### src/ptq_pkg.sv
package ptq_pkg;

  localparam int PTQ_MAX_VERTICES = 1024;
  localparam int COORD_W = 24;
  localparam int SLOPE_W = 32;
  localparam int UNIT_W = 16;
  localparam int INDEX_W = 10;
  localparam int COUNT_W = 11;
  localparam int CFG_ADDR_W = 8;
  localparam int DIV_NW = 50;
  localparam int DIV_DW = 26;
  localparam logic [14:0] ONE_Q14 = 15'd16384;

  localparam logic [CFG_ADDR_W-1:0] REG_ENABLED = 8'd0;
  localparam logic [CFG_ADDR_W-1:0] REG_VERTEX_COUNT = 8'd1;

  localparam logic MODE_LOAD = 1'b0;

  typedef enum logic [3:0] {
    ST_IDLE, ST_SRCH, ST_SRCH_W, ST_RDA, ST_RDB, ST_RDW, ST_MUL, ST_HGO,
    ST_DIV_H, ST_DIV_S, ST_NORM, ST_L2A, ST_L2B, ST_UK, ST_UP, ST_UC
  } ptq_state_t;

endpackage

### src/ptq_div.sv
module ptq_div import ptq_pkg::*; (
  input  logic              clk,
  input  logic              rst_n,
  input  logic              start,
  input  logic [DIV_NW-1:0] num,
  input  logic [DIV_DW-1:0] den,
  output logic              done,
  output logic [DIV_NW-1:0] quo
);

  localparam int CNT_W = $clog2(DIV_NW + 1);

  logic [CNT_W-1:0]  cnt_r;
  logic              done_r;
  logic [DIV_NW-1:0] quo_r;
  logic [DIV_DW:0]   rem_r;
  logic [DIV_DW-1:0] den_r;
  logic [DIV_DW:0]   rem_sh;
  logic [DIV_DW:0]   diff;
  logic              ge;

  always_comb begin
    rem_sh = {rem_r[DIV_DW-1:0], quo_r[DIV_NW-1]};
    diff = rem_sh - {1'b0, den_r};
    ge = rem_sh >= {1'b0, den_r};
  end

  always_ff @(posedge clk) begin
    if (!rst_n) begin
      cnt_r <= '0;
      done_r <= 1'b0;
    end else begin
      done_r <= 1'b0;
      if (start) begin
        cnt_r <= CNT_W'(DIV_NW);
      end else if (cnt_r != '0) begin
        cnt_r <= cnt_r - 1'b1;
        if (cnt_r == CNT_W'(1)) begin
          done_r <= 1'b1;
        end
      end
    end
  end

  always_ff @(posedge clk) begin
    if (start) begin
      quo_r <= num;
      rem_r <= '0;
      den_r <= den;
    end else if (cnt_r != '0) begin
      rem_r <= ge ? diff : rem_sh;
      quo_r <= {quo_r[DIV_NW-2:0], ge};
    end
  end

  assign done = done_r;
  assign quo = quo_r;

endmodule

### config.mk
export PLATFORM = sky130hd
export DESIGN_NAME = ptq_div
export DESIGN_NICKNAME = d
export VERILOG_FILES = /design/src/ptq_pkg.sv /design/src/ptq_div.sv
export SDC_FILE = /design/constraint.sdc
export NUM_CORES = 1
export LEC_CHECK = 0
export ABC_AREA = 1
export ABC_CLOCK_PERIOD_IN_PS = 3600
export BUFFER_PORTS_ARGS = -buffer_cell sky130_fd_sc_hd__buf_2
export CAP_MARGIN = 15
export CORE_MARGIN = 2
export CORE_UTILIZATION = 45
export CTS_CLUSTER_DIAMETER = 40
export CTS_CLUSTER_SIZE = 12
export DETAILED_ROUTE_END_ITERATION = 10
export PLACE_DENSITY = 0.7
export REMOVE_ABC_BUFFERS = 1
export SETUP_SLACK_MARGIN = 0.4
export SYNTH_ARGS = -nofsm -noshare
export SYNTH_HDL_FRONTEND = slang
export SYNTH_SLANG_ARGS = --single-unit
### constraint.sdc
create_clock -name clk -period 3.6 [get_ports clk]
set_clock_uncertainty 0.15 [all_clocks]
set_input_delay 0.72 -clock clk [delete_from_list [all_inputs] [get_ports clk]]
set_output_delay 0.72 -clock clk [all_outputs]
set_load 0.01 [all_outputs]
Word level (Yosys, flattened, before mapping)
Cells that the tools add are included.

cells by class
  mux-type cells = 6
  bitwise logic cells = 2
  order comparisons = 1
  equality and inequality tests = 1
  reductions and logical operators = 4
  add/sub/neg operators = 2

operator list
  kind                                                                 count
  50-bit two-way mux                                                   2
  27-bit by 26-bit greater-or-equal comparator with 1-bit output       1
  26-bit two-way mux                                                   1
  26-bit subtractor                                                    1
  6-bit two-way mux                                                    2
  6-bit by 1-bit == test with 1-bit output (second input constant)     1
  6-bit nonzero test                                                   1
  6-bit by 1-bit subtractor with 6-bit output (second input constant)  1
  3-bit OR reduction                                                   1
  1-bit NOT                                                            2
  2-bit nonzero test                                                   1
  2-bit OR reduction                                                   1
  1-bit two-way mux                                                    1

storage, ports and cells
  logic and storage cells = 22
  bits of input ports = 79
  output and inout port bits = 51
  register bits = 109

Depth between registers and ports, before layout
  word-level depth = 3
  mapped depth = 16
  mapped depth without buffers = 16

Least setup slack after synthesis
OpenSTA, ideal clock, no wires.

  path type = input-to-reg
  start = input start
  end = register quo_r[0] (netlist: quo[0]), enable pin
  data arrival time = 2.428 ns
  cell stages on the path = 4
  data required time = 3.041 ns
  setup slack = 0.612 ns
  setup time = 0.409 ns
  buffers on the path = 2
  cells stage by stage = clkbuf_1 -> clkinv_1 -> clkbuf_1 -> nand2_1

on the way
  longest elaborated chain between the ends = 1

ends and longest elaborated chain
  item                          line           RTL
  start, declared               ptq_div.sv:4   input logic start,
  2-bit nonzero test (no line)  -
  end signal, assigned          ptq_div.sv:47  quo_r <= num;
  end signal, assigned          ptq_div.sv:52  quo_r <= {quo_r[DIV_NW-2:0], ge};
  end, declared                 ptq_div.sv:15  logic [DIV_NW-1:0] quo_r;

No other way between the ends.
A chain may end at the register's enable or synchronous reset.

Worst setup path after layout
  start = register den_r[2]
  end = register rem_r[8]

on the way
  longest elaborated chain between the ends = 2
  elaborated cells on any way between the ends = 3
  classes of those cells = add/sub: 1; order compare: 1; mux: 1

ends and longest elaborated chain
  item                                                                                                 line                          RTL
  start, declared                                                                                      ptq_div.sv:17                 logic [DIV_DW-1:0] den_r;
  start signal, assigned                                                                               ptq_div.sv:49                 den_r <= den;
  26-bit subtractor or 27-bit by 26-bit greater-or-equal comparator with 1-bit output (tied branches)  ptq_div.sv:24, ptq_div.sv:25
  26-bit two-way mux *                                                                                 ptq_div.sv:51                 rem_r <= ge ? diff : rem_sh;
  end signal, assigned                                                                                 ptq_div.sv:51
  end, declared                                                                                        ptq_div.sv:16                 logic [DIV_DW:0] rem_r;

Mark *: on every way between the ends. The rest lies on a longest branch, timed or not.

==> flow_metrics.tcl <==
set metrics [dict create \
    final-hold-violation-count 0 \
    wl_per_cell_um 12.84 \
    maxCapViolations 0 \
    dpl.hpwl_um 11490 \
    clock-sinks 109 \
    via_per_inst 4.821 \
    design_area_um2 7815 \
    reg2reg_from "den_r[2]$_DFFE_PP_" \
    holdWs_ps 360.2 \
    grt_pass1_wl_um 27390 \
    drtIter0Drc 410 \
    worstHoldPathCells 2 \
    hold_buffers 0 \
    max-vdd-ir-drop_uv 356.5 \
    syn_to_final_growth_pct 16.51 \
    initial_core_util 0.4615 \
    finalPower_mw 5.451 \
    crit_required_ps 3720 \
    ff2ff_setup_slack_ps 1130 \
    antenna_cells 0 \
    die-area_um2 15900 \
    ctsResizeCount 0 \
    first_pass_iters 5 \
    die_w_um 126.1 \
    drv_slew 0 \
    die_height_um 126.1 \
    drt_drc_violations_left 0 \
    clock.fmax_mhz 404.7 \
    end_kind "register" \
    n_fill_cell 1469 \
    worstHoldStart "cnt_r[3]$_SDFFE_PP0N_" \
    clk_latency_ps 360 \
    rsz0062_at_grt "no" \
    gr-usage-all-layers 0.2106 \
    synthCells 935 \
    cts_buffers 9 \
    dp.cells 1227 \
    setup_slack_ps 1129 \
    tritoncts "done" \
    clk_pin_slew_ps 80 \
    post-route-min-period_ps 2471 \
    ios 130 \
    status "finished clean" \
    worst-path-max-fanout 27 \
    critPathLaunchType "register" \
    ys_seq_elements 109 \
    worstHoldPathType "register to register" \
    post_cts_buffers 0 \
    fp.coreArea_um2 14530 \
    placed_cell_area_um2 7511 \
    ys_types 32 \
    drive_above_1_share 0.1643 \
    cts_root_buf "clkbuf_16" \
    routed_wl_um 15960 \
    critPathArrivalTime_ps 2590 \
    r2r_cells 12 \
    portBuffers 129 \
    setup_viol 0 \
    final_nets 1163 \
    p_per_area_nw_per_um2 697.5 \
    h-tree-depth 3 \
    slew_headroom 0.2924 \
    final_common_cell "nand2_1" \
    antenna_found_initial 0 \
    num_vias 5992 \
    rows 44 \
    yosys_warnings 0 \
    leakage_nw 4.368 \
    reg2reg_to "rem_r[8]$_SDFFE_PP0N_" \
    synth_area_um2 6708 \
    path_class "register to register" \
    ys_seq_area_frac 0.4387 \
    worst_slew_pin_slew_ps 1061 \
    dp_worst_setup_slack_ps 1130 \
    routabilityCongestion 0.9258 \
    hold_end "cnt_r[3]$_SDFFE_PP0N_" \
    grt_pass1_vias 5793 \
    grt_max_degree 98 \
    finalNonFillerCells 1243 \
    most-common-layout-cells "nand2_1, inv_1, buf_2, nor2_1, edfxtp_1" \
    synth.avg_cell_area_um2 7.174 \
    clock_path_buffers 2 \
    fin_crit_sh 0.6864 \
    grt_overflow 0 \
    fin_setup_tns_ps 0 \
    utilization 0.5377 \
    drtAntennaViolNets 0 \
]
metal layers:
layer | vias up | part of all wire | GRT usage
li1 | 3150 | - | -
met1 | 2647 | 0.45 | 0.2702
met2 | 171 | 0.45 | 0.3435
met3 | 24 | 0.072 | 0.06160
met4 | 0 | 0.021 | 0.06787
met5 | - | 0 | 0
registers in the layout, summed over array words and instances, names as in the netlist:
register and count:
quo 50, den_r 26, rem_r 26, cnt_r 6
done 1
power by group:
group          leakage (nW)  switching (mW)  total, mW  internal, mW
sequential             1.07           0.186       1.83          1.64
combinational          3.15            1.69       2.60         0.912
clock                 0.150           0.509       1.02         0.510
logic make-up after synthesis:
family,count (synthesis),synth area share
AND/OR/NAND/NOR,577,0.3587
buffers and inverters,174,0.1005
XOR/XNOR,13,0.01697
AO/OA/AOI/OAI,32,0.02798
flip-flops,109,0.4387
adder cells (fa/ha/maj),30,0.05708
Yosys cell counts:
cell type | instances | share of area
edfxtp_1 | 76 | 0.34
nor2_4 | 2 | 0.0034
a21oi_4 | 1 | 0.0024
nor2_2 | 4 | 0.0037
or2_0 | 1 | 0.00093
nand3_2 | 3 | 0.0045
a21oi_2 | 3 | 0.0039
buf_2 | 5 | 0.0037
nand4_4 | 1 | 0.0032
xnor2_1 | 1 | 0.0013
xor2_1 | 12 | 0.016
o21bai_1 | 2 | 0.0022
clkinv_1 | 1 | 0.00056
nand4_1 | 30 | 0.028
inv_2 | 2 | 0.0011
a21oi_1 | 16 | 0.012
buf_6 | 2 | 0.0034
nor4_1 | 1 | 0.00093
fa_1 | 1 | 0.0030
buf_1 | 1 | 0.00056
clkbuf_1 | 19 | 0.011
o21ai_0 | 10 | 0.0075
nor3_1 | 1 | 0.00075
nand3b_1 | 4 | 0.0045
inv_1 | 144 | 0.081
nand3_4 | 1 | 0.0026
ha_1 | 29 | 0.054
nand2_1 | 390 | 0.22
nand2_2 | 4 | 0.0037
dfxtp_1 | 33 | 0.098
nor2_1 | 88 | 0.049
nand3_1 | 47 | 0.035
how the worst max path moves through the flow:
stage                       startpoint                      to  slack [ps]  depth (start not counted)
floorplan                        start        quo[0]$_DFFE_PP_          30                          2
global placement    den_r[8]$_DFFE_PP_   rem_r[8]$_SDFFE_PP0N_        1140                         14
detailed placement  den_r[8]$_DFFE_PP_   rem_r[8]$_SDFFE_PP0N_        1130                         14
CTS                 den_r[2]$_DFFE_PP_   rem_r[8]$_SDFFE_PP0N_        1110                         12
global route        den_r[2]$_DFFE_PP_  rem_r[17]$_SDFFE_PP0N_         830                         12
finish              den_r[2]$_DFFE_PP_   rem_r[8]$_SDFFE_PP0N_        1130                         12
layout make-up:
type,instances,area [um^2],area share
multi-input combinational,652,3093,0.3958
clock inverter,6,65.06,0.008325
tap,184,230.2,0.02946
inverter,147,551.8,0.07061
sequential,109,2943,0.3766
timing repair buffer,135,693.2,0.08870
clock buffer,10,239.0,0.03058
worst max-delay path, stage by stage (launching register included):
cell and delay, ps:
edfxtp_1 360, inv_1 70, ha_1 290, nand2_1 110, nand3_1 210, nand2_1 130
nand3_1 160, nand2_2 140, nand3_4 320, nand2_1 160, nand3_1 120, nand2_1 110
inv_1 40
Power figures use the tool's default switching activity.
